--- src/rtl/mbps_pkg.sv ---
// Shared constants, types and colour weights for the metaball pixel shader.
`default_nettype none

package mbps_pkg;

    // Fixed field widths
    localparam int PIX_W     = 8;
    localparam int CX_W      = 10;
    localparam int CY_W      = 9;
    localparam int CHAN_W    = 8;
    localparam int RGB_W     = 16;
    localparam int CFG_IDX_W = 3;
    localparam int CIRCLE_MAX = 4;

    // Register map
    localparam int CFG_X_BASE = 0;
    localparam int CFG_Y_BASE = 4;

    // Falloff: largest t with t*t*d2 <= (9216/8)^2, capped at 255
    localparam int FALL_W      = 8;
    localparam int FALLOFF_NUM = 1327104;
    localparam int NUM_W       = 21;

    // Channel sum: up to four circles at weight 2 of 255
    localparam int SUM_W = 11;
    localparam logic [SUM_W-1:0] CHAN_MAX = 11'd255;

    typedef logic [CHAN_W-1:0] chan_t;
    typedef logic [1:0]        weight_t;

    localparam weight_t WEIGHT_R [CIRCLE_MAX] = '{2'd2, 2'd1, 2'd1, 2'd2};
    localparam weight_t WEIGHT_G [CIRCLE_MAX] = '{2'd1, 2'd2, 2'd1, 2'd2};
    localparam weight_t WEIGHT_B [CIRCLE_MAX] = '{2'd1, 2'd1, 2'd2, 2'd1};

    localparam logic [CX_W-1:0] RESET_X [CIRCLE_MAX] = '{10'd55, 10'd165, 10'd55, 10'd165};
    localparam logic [CY_W-1:0] RESET_Y [CIRCLE_MAX] = '{9'd44, 9'd132, 9'd44, 9'd132};

endpackage

`default_nettype wire

--- src/rtl/mbps_distance.sv ---
// Per-circle distance stages: saturated |dx|, |dy|, then squared distance.
`default_nettype none

module mbps_distance #(
    parameter int TABLE_ROWS    = 176,
    parameter int TABLE_COLUMNS = 256,
    parameter int D2W           = 17
) (
    input  wire logic                          clk,
    input  wire logic [1:0]                    en,
    input  wire logic [mbps_pkg::CX_W-1:0]     cx,
    input  wire logic [mbps_pkg::CY_W-1:0]     cy,
    input  wire logic [mbps_pkg::PIX_W-1:0]    px,
    input  wire logic [mbps_pkg::PIX_W-1:0]    py,
    output logic      [D2W-1:0]                d2
);
    import mbps_pkg::*;

    localparam int DXW   = $clog2(TABLE_COLUMNS);
    localparam int DYW   = $clog2(TABLE_ROWS);
    localparam int DIF_W = 12;

    logic [DIF_W-1:0] dif_x;
    logic [DIF_W-1:0] dif_y;
    logic [DIF_W-1:0] abs_x;
    logic [DIF_W-1:0] abs_y;
    logic [DXW-1:0]   dx_next;
    logic [DYW-1:0]   dy_next;
    logic [DXW-1:0]   dx_reg;
    logic [DYW-1:0]   dy_reg;
    logic [2*DXW-1:0] sq_x;
    logic [2*DYW-1:0] sq_y;
    logic [D2W-1:0]   d2_next;
    logic [D2W-1:0]   d2_reg;

    always_comb
    begin
        dif_x = {{(DIF_W-CX_W){cx[CX_W-1]}}, cx} - {{(DIF_W-PIX_W){1'b0}}, px};
        dif_y = {{(DIF_W-CY_W){cy[CY_W-1]}}, cy} - {{(DIF_W-PIX_W){1'b0}}, py};
        abs_x = dif_x[DIF_W-1] ? (~dif_x + 1'b1) : dif_x;
        abs_y = dif_y[DIF_W-1] ? (~dif_y + 1'b1) : dif_y;
        // beyond the table edge the lookup sticks to the last column/row
        dx_next = (abs_x > DIF_W'(TABLE_COLUMNS-1)) ? DXW'(TABLE_COLUMNS-1) : abs_x[DXW-1:0];
        dy_next = (abs_y > DIF_W'(TABLE_ROWS-1))    ? DYW'(TABLE_ROWS-1)    : abs_y[DYW-1:0];
    end

    always_ff @(posedge clk)
    begin
        if (en[0])
        begin
            dx_reg <= dx_next;
            dy_reg <= dy_next;
        end
    end

    always_comb
    begin
        sq_x    = dx_reg * dx_reg;
        sq_y    = dy_reg * dy_reg;
        d2_next = D2W'(sq_x) + D2W'(sq_y);
    end

    always_ff @(posedge clk)
    begin
        if (en[1])
        begin
            d2_reg <= d2_next;
        end
    end

    assign d2 = d2_reg;

endmodule

`default_nettype wire

--- src/rtl/mbps_falloff.sv ---
// Falloff pipeline: one result bit per stage, t*t*d2 tracked by shifts and adds.
`default_nettype none

module mbps_falloff #(
    parameter int D2W = 17
) (
    input  wire logic                         clk,
    input  wire logic [mbps_pkg::FALL_W-1:0]  en,
    input  wire logic [D2W-1:0]               d2,
    output logic      [mbps_pkg::FALL_W-1:0]  falloff
);
    import mbps_pkg::*;

    localparam int STEPS = FALL_W;
    localparam int QW    = D2W + FALL_W;
    localparam int CW    = D2W + 2*FALL_W + 1;

    // p = t*t*d2, q = t*d2 for the bits of t settled so far
    logic [NUM_W-1:0]  p_reg  [STEPS-1];
    logic [QW-1:0]     q_reg  [STEPS-1];
    logic [D2W-1:0]    d2_reg [STEPS-1];
    logic [FALL_W-1:0] t_reg  [STEPS];

    for (genvar s = 0; s < STEPS; s++)
    begin : g_step
        localparam int K = STEPS - 1 - s;

        logic [NUM_W-1:0]  p_prev;
        logic [QW-1:0]     q_prev;
        logic [D2W-1:0]    d2_prev;
        logic [FALL_W-1:0] t_prev;
        logic [CW-1:0]     cand;
        logic              take;
        logic [FALL_W-1:0] t_next;

        if (s == 0)
        begin : g_first
            assign p_prev  = '0;
            assign q_prev  = '0;
            assign d2_prev = d2;
            assign t_prev  = '0;
        end
        else
        begin : g_chain
            assign p_prev  = p_reg[s-1];
            assign q_prev  = q_reg[s-1];
            assign d2_prev = d2_reg[s-1];
            assign t_prev  = t_reg[s-1];
        end

        // (t + 2^K)^2 * d2 = p + q*2^(K+1) + d2*2^(2K)
        always_comb
        begin
            cand = CW'(p_prev) + (CW'(q_prev) << (K+1)) + (CW'(d2_prev) << (2*K));
            take = (cand <= CW'(FALLOFF_NUM));
            t_next    = t_prev;
            t_next[K] = take;
        end

        always_ff @(posedge clk)
        begin
            if (en[s])
            begin
                t_reg[s] <= t_next;
            end
        end

        if (s < STEPS-1)
        begin : g_carry
            always_ff @(posedge clk)
            begin
                if (en[s])
                begin
                    p_reg[s]  <= take ? cand[NUM_W-1:0] : p_prev;
                    q_reg[s]  <= take ? (q_prev + (QW'(d2_prev) << K)) : q_prev;
                    d2_reg[s] <= d2_prev;
                end
            end
        end
    end

    assign falloff = t_reg[STEPS-1];

endmodule

`default_nettype wire

--- src/rtl/mbps_mix.sv ---
// Output stage: weighted channel sums, clamp, RGB565 packing register.
`default_nettype none

module mbps_mix #(
    parameter int CIRCLE_COUNT = 4
) (
    input  wire logic                        clk,
    input  wire logic                        en,
    input  wire logic [mbps_pkg::FALL_W-1:0] falloff [CIRCLE_COUNT],
    output logic      [mbps_pkg::RGB_W-1:0]  rgb565
);
    import mbps_pkg::*;

    logic [SUM_W-1:0] sum_r;
    logic [SUM_W-1:0] sum_g;
    logic [SUM_W-1:0] sum_b;
    chan_t            red;
    chan_t            green;
    chan_t            blue;
    logic [RGB_W-1:0] rgb_next;
    logic [RGB_W-1:0] rgb_reg;

    always_comb
    begin
        sum_r = '0;
        sum_g = '0;
        sum_b = '0;
        for (int i = 0; i < CIRCLE_COUNT; i++)
        begin
            sum_r = sum_r + SUM_W'(falloff[i]) * SUM_W'(WEIGHT_R[i]);
            sum_g = sum_g + SUM_W'(falloff[i]) * SUM_W'(WEIGHT_G[i]);
            sum_b = sum_b + SUM_W'(falloff[i]) * SUM_W'(WEIGHT_B[i]);
        end
        red   = (sum_r > CHAN_MAX) ? chan_t'(CHAN_MAX) : sum_r[CHAN_W-1:0];
        green = (sum_g > CHAN_MAX) ? chan_t'(CHAN_MAX) : sum_g[CHAN_W-1:0];
        blue  = (sum_b > CHAN_MAX) ? chan_t'(CHAN_MAX) : sum_b[CHAN_W-1:0];
        rgb_next = {red[7:3], green[7:2], blue[7:3]};
    end

    always_ff @(posedge clk)
    begin
        if (en)
        begin
            rgb_reg <= rgb_next;
        end
    end

    assign rgb565 = rgb_reg;

endmodule

`default_nettype wire

--- src/rtl/metaball_pixel_shader.sv ---
// Top level of the metaball pixel shader: circle registers, pipeline control, lanes.
`default_nettype none

// Shades one pixel per clock while the output accepts data: each pixel
// coordinate transaction on the input stream yields one RGB565 transaction on
// the output stream after two distance stages, eight falloff stages resolving
// one bit each and one mix stage. Every stage has its own valid bit, so a new
// pixel may enter every cycle and output back-pressure only halts stages that
// hold data. The four circle centres are written through the cfg port (index
// 0..3 = x, 4..7 = y) and should only change while no pixels are in flight.

module metaball_pixel_shader #(
    parameter int CIRCLE_COUNT  = 4,
    parameter int TABLE_ROWS    = 176,
    parameter int TABLE_COLUMNS = 256
) (
    input  wire logic                               clk,
    input  wire logic                               rst_n,
    input  wire logic                               s_axis_tvalid,
    output logic                                    s_axis_tready,
    input  wire logic [2*mbps_pkg::PIX_W-1:0]       s_axis_tdata,   // pixel_x, pixel_y
    output logic                                    m_axis_tvalid,
    input  wire logic                               m_axis_tready,
    output logic      [mbps_pkg::RGB_W-1:0]         m_axis_tdata,   // pixel_rgb565
    input  wire logic                               cfg_valid,
    output logic                                    cfg_ready,
    input  wire logic [mbps_pkg::CFG_IDX_W-1:0]     cfg_index,
    input  wire logic [mbps_pkg::CX_W-1:0]          cfg_data
);
    import mbps_pkg::*;

    localparam int DXW    = $clog2(TABLE_COLUMNS);
    localparam int DYW    = $clog2(TABLE_ROWS);
    localparam int DMAX   = (DXW > DYW) ? DXW : DYW;
    localparam int D2W    = 2*DMAX + 1;
    localparam int NSTAGE = 2 + FALL_W + 1;

    logic [CX_W-1:0]   cx_reg [CIRCLE_COUNT];
    logic [CY_W-1:0]   cy_reg [CIRCLE_COUNT];
    logic [NSTAGE-1:0] valid_reg;
    logic [NSTAGE-1:0] valid_next;
    logic [NSTAGE:0]   rdy;
    logic [PIX_W-1:0]  px;
    logic [PIX_W-1:0]  py;
    logic [FALL_W-1:0] falloff [CIRCLE_COUNT];

    assign px        = s_axis_tdata[PIX_W-1:0];
    assign py        = s_axis_tdata[2*PIX_W-1:PIX_W];
    assign cfg_ready = 1'b1;

    // Circle centre registers
    always_ff @(posedge clk or negedge rst_n)
    begin
        if (!rst_n)
        begin
            for (int i = 0; i < CIRCLE_COUNT; i++)
            begin
                cx_reg[i] <= RESET_X[i];
                cy_reg[i] <= RESET_Y[i];
            end
        end
        else if (cfg_valid)
        begin
            for (int i = 0; i < CIRCLE_COUNT; i++)
            begin
                if (cfg_index == CFG_IDX_W'(CFG_X_BASE + i))
                begin
                    cx_reg[i] <= cfg_data;
                end
                if (cfg_index == CFG_IDX_W'(CFG_Y_BASE + i))
                begin
                    cy_reg[i] <= cfg_data[CY_W-1:0];
                end
            end
        end
    end

    // A stage may load when it is empty or its contents move on
    always_comb
    begin
        rdy[NSTAGE] = m_axis_tready;
        for (int i = NSTAGE-1; i >= 0; i--)
        begin
            rdy[i] = !valid_reg[i] || rdy[i+1];
        end
        for (int i = 0; i < NSTAGE; i++)
        begin
            if (rdy[i])
            begin
                valid_next[i] = (i == 0) ? s_axis_tvalid : valid_reg[(i == 0) ? 0 : i-1];
            end
            else
            begin
                valid_next[i] = valid_reg[i];
            end
        end
    end

    always_ff @(posedge clk or negedge rst_n)
    begin
        if (!rst_n)
        begin
            valid_reg <= '0;
        end
        else
        begin
            valid_reg <= valid_next;
        end
    end

    for (genvar c = 0; c < CIRCLE_COUNT; c++)
    begin : g_lane
        logic [D2W-1:0] d2;

        mbps_distance #(
            .TABLE_ROWS    (TABLE_ROWS),
            .TABLE_COLUMNS (TABLE_COLUMNS),
            .D2W           (D2W)
        ) u_distance (
            .clk (clk),
            .en  (rdy[1:0]),
            .cx  (cx_reg[c]),
            .cy  (cy_reg[c]),
            .px  (px),
            .py  (py),
            .d2  (d2)
        );

        mbps_falloff #(
            .D2W (D2W)
        ) u_falloff (
            .clk     (clk),
            .en      (rdy[FALL_W+1:2]),
            .d2      (d2),
            .falloff (falloff[c])
        );
    end

    mbps_mix #(
        .CIRCLE_COUNT (CIRCLE_COUNT)
    ) u_mix (
        .clk     (clk),
        .en      (rdy[NSTAGE-1]),
        .falloff (falloff),
        .rgb565  (m_axis_tdata)
    );

    assign s_axis_tready = rdy[0];
    assign m_axis_tvalid = valid_reg[NSTAGE-1];

endmodule

`default_nettype wire
--- config.mk ---
export PLATFORM = sky130hd
export DESIGN_NAME = metaball_pixel_shader
export DESIGN_NICKNAME = d
export VERILOG_FILES = /design/src/rtl/mbps_pkg.sv /design/src/rtl/mbps_distance.sv /design/src/rtl/mbps_falloff.sv /design/src/rtl/mbps_mix.sv /design/src/rtl/metaball_pixel_shader.sv
export SDC_FILE = /design/constraint.sdc
export NUM_CORES = 2
export LEC_CHECK = 0
export BUFFER_PORTS_ARGS = -buffer_cell sky130_fd_sc_hd__clkbuf_2
export CORE_MARGIN = 5
export CORE_UTILIZATION = 45
export DETAILED_ROUTE_END_ITERATION = 10
export HOLD_SLACK_MARGIN = 0.02
export PLACE_DENSITY_LB_ADDON = 0.12
export SLEW_MARGIN = 20
export SYNTH_ARGS = -nofsm -noshare
export SYNTH_HDL_FRONTEND = slang
export SYNTH_HIERARCHICAL = 1
export SYNTH_SLANG_ARGS = --single-unit
--- constraint.sdc ---
create_clock -name clk -period 29.1 [get_ports clk]
set_input_delay 4.365 -clock clk [delete_from_list [all_inputs] [get_ports clk]]
set_output_delay 4.365 -clock clk [all_outputs]
set_load 0.05 [all_outputs]
**After elaboration in Yosys (flattened, before gate mapping)**

Memories as Yosys holds them, arrays and structs flattened.
Index checks and enable logic that the tools add are counted.

- Flip-flop bits (word level): 235
- Memory bits (writable): 2,020
- Input port bits: 34
- Word-level logic and storage cells: 336
- Memories: 16

- Add/subtract/negate cells: 109
- Multiply operators: 8
- $lt $le $gt $ge: 43
- Equal/unequal tests: 7
- Muxes and demuxes: 80
- Bitwise gates (word level): 8
- Reductions and logical operators: 31

Memory list:

| name | depth | bits a word | rd ports | clocked after Yosys merged registers in | wr ports | RTL line | source |
|---|---|---|---|---|---|---|---|
| g_lane[0].u_falloff.q_reg | 7 | 25 | 7 | 0 | 7 | mbps_falloff.sv:20 | `logic [QW-1:0] q_reg [STEPS-1];` |
| g_lane[1].u_falloff.q_reg | 7 | 25 | 7 | 0 | 7 | mbps_falloff.sv:20 |  |
| g_lane[2].u_falloff.q_reg | 7 | 25 | 7 | 0 | 7 | mbps_falloff.sv:20 |  |
| g_lane[3].u_falloff.q_reg | 7 | 25 | 7 | 0 | 7 | mbps_falloff.sv:20 |  |
| g_lane[0].u_falloff.p_reg | 7 | 21 | 7 | 0 | 7 | mbps_falloff.sv:19 | `logic [NUM_W-1:0] p_reg [STEPS-1];` |
| g_lane[1].u_falloff.p_reg | 7 | 21 | 7 | 0 | 7 | mbps_falloff.sv:19 |  |
| 10 more memories | n/a | n/a | n/a | n/a | n/a | n/a |  |

Operators by type and width:

| operator | number |
|---|---|
| <= comparator 34 x 21 -> 1 bit (second input constant) | 28 |
| 2-to-1 mux 25 bit | 24 |
| 2-to-1 mux 21 bit | 28 |
| adder 34 x 17 -> 34 bit | 4 |
| adder 34 x 19 -> 34 bit | 4 |
| adder 34 x 21 -> 34 bit | 4 |
| adder 34 x 23 -> 34 bit | 4 |
| adder 34 x 25 -> 34 bit | 4 |
| adder 34 x 27 -> 34 bit | 4 |
| adder 34 x 29 -> 34 bit | 4 |
| adder 21 x 32 -> 33 bit | 4 |
| adder 21 x 31 -> 32 bit | 4 |
| multiplier 8 x 8 -> 16 bit | 8 |
| adder 21 x 30 -> 31 bit | 4 |
| <= comparator 31 x 21 -> 1 bit (second input constant) | 4 |
| adder 21 x 29 -> 30 bit | 4 |
| adder 21 x 28 -> 29 bit | 4 |
| adder 21 x 27 -> 28 bit | 4 |
| adder 21 x 26 -> 27 bit | 4 |
| adder 25 x 18 -> 25 bit | 4 |
| adder 25 x 19 -> 25 bit | 4 |
| adder 25 x 20 -> 25 bit | 4 |
| adder 25 x 21 -> 25 bit | 4 |
| adder 25 x 22 -> 25 bit | 4 |
| 23 further kinds | 118 |

**Longest topological paths before layout**

- Word-level depth: 12
- Gate-level depth with buffers: 21
- Gate-level depth less buffers: 21

**By module**

Netlist, hierarchy kept.

Modules (own cells, without submodules):

| module | times used | cells each | area an instance (um^2) | seq. area each (um^2) |
|---|---|---|---|---|
| mbps_falloff at g_lane[2].u_falloff ... | 2 | 2,185 | 25,607.1 | 11,380.9 |
| mbps_falloff at g_lane[1].u_falloff | 1 | 2,278 | 26,389.1 | 11,380.9 |
| mbps_falloff at g_lane[0].u_falloff | 1 | 2,129 | 25,446.9 | 11,380.9 |
| mbps_distance at g_lane[1].u_distance ... | 3 | 611 | 5,779.3 | 991.0 |
| mbps_distance at g_lane[0].u_distance | 1 | 648 | 6,055.8 | 991.0 |
| metaball_pixel_shader | 1 | 211 | 3,597.2 | 2,212.1 |
| mbps_mix | 1 | 235 | 2,642.5 | 480.5 |

**Worst setup path before layout**

Ideal clock, no wire load.

- Path type: input-to-reg
- Start: input m_axis_tready
- End: memory g_lane[0].u_falloff.d2_reg[3][0] (enable)
- Library setup time: 2.672 ns
- Arrival: 10.794 ns
- Required time: 26.428 ns
- Path slack: 15.634 ns
- Stages: 4
- Buffers on the path: 2
- Cell sequence: and4b_1 > buf_2 > buf_2 > nand4_1

RTL lines:

| element | RTL line | source |
|---|---|---|
| start: declaration | metaball_pixel_shader.sv:23 | `input wire logic m_axis_tready,` |
| end: declaration | mbps_falloff.sv:21 | `logic [D2W-1:0] d2_reg [STEPS-1];` |

**Worst setup path in the final report**

- Start: input m_axis_tready
- End: output s_axis_tready

- Longest elaborated chain between the ends: 11

Ends and longest elaborated chain:

| element | RTL line | source |
|---|---|---|
| logical OR 1 bit (11 in a row) | metaball_pixel_shader.sv:84 | `rdy[i] = !valid_reg[i] \|\| rdy[i+1];` |
| end: declaration | metaball_pixel_shader.sv:20 | `output logic s_axis_tready,` |

No other way between the ends.

==> flow_metrics.env <==
export IMPL_finalClockSkew_ns=0.0349
export IMPL_end_kind="output port"
export IMPL_critical_path_arrival_ns=5.72
export IMPL_layout_common_cells="1664 x edfxtp_1, 1263 x ha_1, 1005 x inv_1"
export IMPL_grt_pass1_wl_mm=469
export IMPL_routed_wl_mm=287
export IMPL_drt_initial_drc_count=4855
export IMPL_place_inst=15499
export IMPL_overflow=0
export IMPL_crit_fanout=18
export IMPL_dp_final_hpwl_mm=228
export IMPL_r2r_cells=17
export IMPL_fillCellCount=26010
export IMPL_cp_top_family="buffers and inverters"
export IMPL_drtAntennaViolNets=0
export IMPL_avgRoutedWirePerCell_um=18.1
export IMPL_cts_buffer_depth=4
export IMPL_grtUsageTotal_pct=18.4
export IMPL_cts_buffers=203
export IMPL_drcViolationCount=0
export IMPL_ys_seq_area_share_pct=39.3
export IMPL_cts_resized=0
export IMPL_worstHoldPathType="reg2reg"
export IMPL_start_util_pct=45.2
export IMPL_cts_clk_slew_worst_paths_ns=0.06
export IMPL_fin_cells=15871
export IMPL_die_w_um=553
export IMPL_regArea_um2=52200
export IMPL_clock_sinks=1751
export IMPL_layout_drive_gt1_share_pct=10.0
export IMPL_setup_tns_ns=0
export IMPL_vias_per_cell=5.57
export IMPL_utilization_pct=49.0
export IMPL_timing_fmax_mhz=99.2
export IMPL_synth_top_area_share_pct=37.7
export IMPL_reg2reg_from="g_lane[0].u_distance/dx_reg[0]"
export IMPL_area_growth_pct=8.58
export IMPL_synth_area_per_cell_um2=11.3
export IMPL_status="finished, final reports clean"
export IMPL_regToRegEndpoint="g_lane[0].u_distance/d2[15]"
export IMPL_syn_area_um2=133000
export IMPL_worst_pin_slew_ns=1.06
export IMPL_nets=13776
export IMPL_drtPass1Iterations=6
export IMPL_min_to="g_lane[2].u_falloff/t_reg[0][23]"
export IMPL_cp_data_required_time_ns=24.73
export IMPL_synth_area_leaders="edfxtp_1 38%, ha_1 12%, fa_1 10%, mux2_2 4.2%, xnor2_1 3.0%"
export IMPL_io_pins=53
export IMPL_layout_commonest_cell="edfxtp_1"
export IMPL_cts_tree="done"
export IMPL_synth_edf_count=1664
export IMPL_dieArea_um2=306000
export IMPL_grt_pass1_vias=90393
export IMPL_yosysTopAreaCell="edfxtp_1"
export IMPL_grt_setup_unrepaired="false"
export IMPL_largest_reg_flops=561
export IMPL_ys_ff_latch=1751
export IMPL_criticalPathCategory="in2out"
export IMPL_yosys_warnings=6
export IMPL_setup_viol_count_final=0
export IMPL_hp_start="g_lane[2].u_falloff/t_reg[0][15]"
export IMPL_h_tree_depth=4
export IMPL_clock_latency_ns=0.87
export IMPL_cpMostUsedCell="clkbuf_2"
export IMPL_finalHoldViolCount=0
export IMPL_synthArstFlopShare_pct=4.97
export IMPL_place_congestion=0.873
export IMPL_critPathMaxStageDelay_ns=0.35
export IMPL_cts_root_buf="clkbuf_16"
export IMPL_drv_cap=0
export IMPL_period_share_pct=34.6
export IMPL_syn_inst=11704
export IMPL_critPathSlowestCell="clkbuf_2"
export IMPL_port_buffers=51
export IMPL_reg2reg_setup_slack_ns=23.08
export IMPL_fin_crit_ns=10.08
export IMPL_antenna_found_initial=5
export IMPL_die_height_um=553
export IMPL_slew_violations=0
export IMPL_critPathLaunchType="primary input"
export IMPL_slew_headroom_pct=29.5
export IMPL_worstPathCellList="clkbuf_2 > and4b_1 > buf_4 > nand3_4 > clkbuf_2"
export IMPL_post_cts_buffers=0
export IMPL_cp_buffers_inverters=3
export IMPL_multiInputGateArea_um2=75700
export IMPL_core_um2=294000
export IMPL_grt_max_degree=139
export IMPL_cts_hold_buf=0
export IMPL_crit_path_start="m_axis_tready"
export IMPL_hold_depth=0
export IMPL_ys_flop_type="edfxtp_1"
export IMPL_num_vias=88410
export IMPL_num_rows=199
export IMPL_yosysUniqueCellTypes=130
## per-layer routing
metal | vias to the layer above | GRT usage [%] | part of all wire [%]
li1 | 43130 | - | -
met5 | - | 0 | 0
met3 | 374 | 1.93 | 3.2
met4 | 0 | 3.94 | 2.1
met2 | 1465 | 31.0 | 47
met1 | 43441 | 25.9 | 47
## cell families after synthesis
family          after synthesis  share of synthesized area [%]
buf+inv                    1271                           3.82
simple gates               2648                           10.3
flops                      1751                           39.3
mux                         734                           6.25
compound gates             2626                           13.2
xor+xnor                    713                           4.74
other cells                   5                         0.0141
fa+ha+maj                  1956                           22.4
## per-stage QoR
| stage | instance area (µm²) | setup slack, ns | hold slack (ns) |
|---|---|---|---|
| 2_1_floorplan | 133000 | 15.63 | 0.400 |
| 3_3_place_gp | 137000 | 19.02 | 0.403 |
| 3_5_place_dp | 137000 | 18.99 | 0.405 |
| 4_1_cts | 144000 | 18.99 | 0.385 |
| 5_1_grt | 144000 | 18.93 | 0.416 |
| 6_report | 144000 | 19.02 | 0.405 |
## cell type report
type / count / share of cell area (%)
Antenna cell: 2 / 0.00347
Clock buffer: 239 / 3.71
Clock inverter: 130 / 1.04
Inverter: 1008 / 2.63
Multi-Input combinational cell: 8722 / 52.5
Sequential cell: 1751 / 36.2
Tap cell: 3919 / 3.40
Timing Repair Buffer: 100 / 0.457
## Yosys cell counts, drive strengths merged, types with 35 or more instances
| master | instances |
|---|---|
| a2111oi | 35 |
| a211oi | 114 |
| a21boi | 42 |
| a21o | 289 |
| a21oi | 634 |
| a31o | 39 |
| a31oi | 137 |
| and2 | 255 |
| and3 | 119 |
| buf | 81 |
| clkbuf | 182 |
| dfrtp | 59 |
| edfxtp | 1664 |
| fa | 693 |
| ha | 1263 |
| inv | 1008 |
| mux2 | 578 |
| mux2i | 156 |
| nand2 | 552 |
| nand2b | 105 |
| nand3 | 215 |
| nand4 | 58 |
| nor2 | 611 |
| nor2b | 137 |
| nor3 | 216 |
| nor4 | 76 |
| o2111ai | 40 |
| o211ai | 78 |
| o21a | 134 |
| o21ai | 533 |
| o21bai | 123 |
| o31a | 36 |
| o31ai | 75 |
| or2 | 77 |
| or3 | 71 |
| xnor2 | 463 |
| xor2 | 250 |
## worst max-delay path by stage
stage / to / slack (ns) / cells past startpoint
after floorplan: g_lane[0].u_falloff/d2_reg[3][0] / 15.63 / 4
after global placement: s_axis_tready / 19.02 / 5
after detailed placement: s_axis_tready / 18.99 / 5
after CTS: s_axis_tready / 18.99 / 5
after global routing: s_axis_tready / 18.93 / 5
final: s_axis_tready / 19.02 / 5
Power is left out: the tool's default activity adds up to more than one toggle a clock period on the data nets, which glitch-free logic cannot reach.
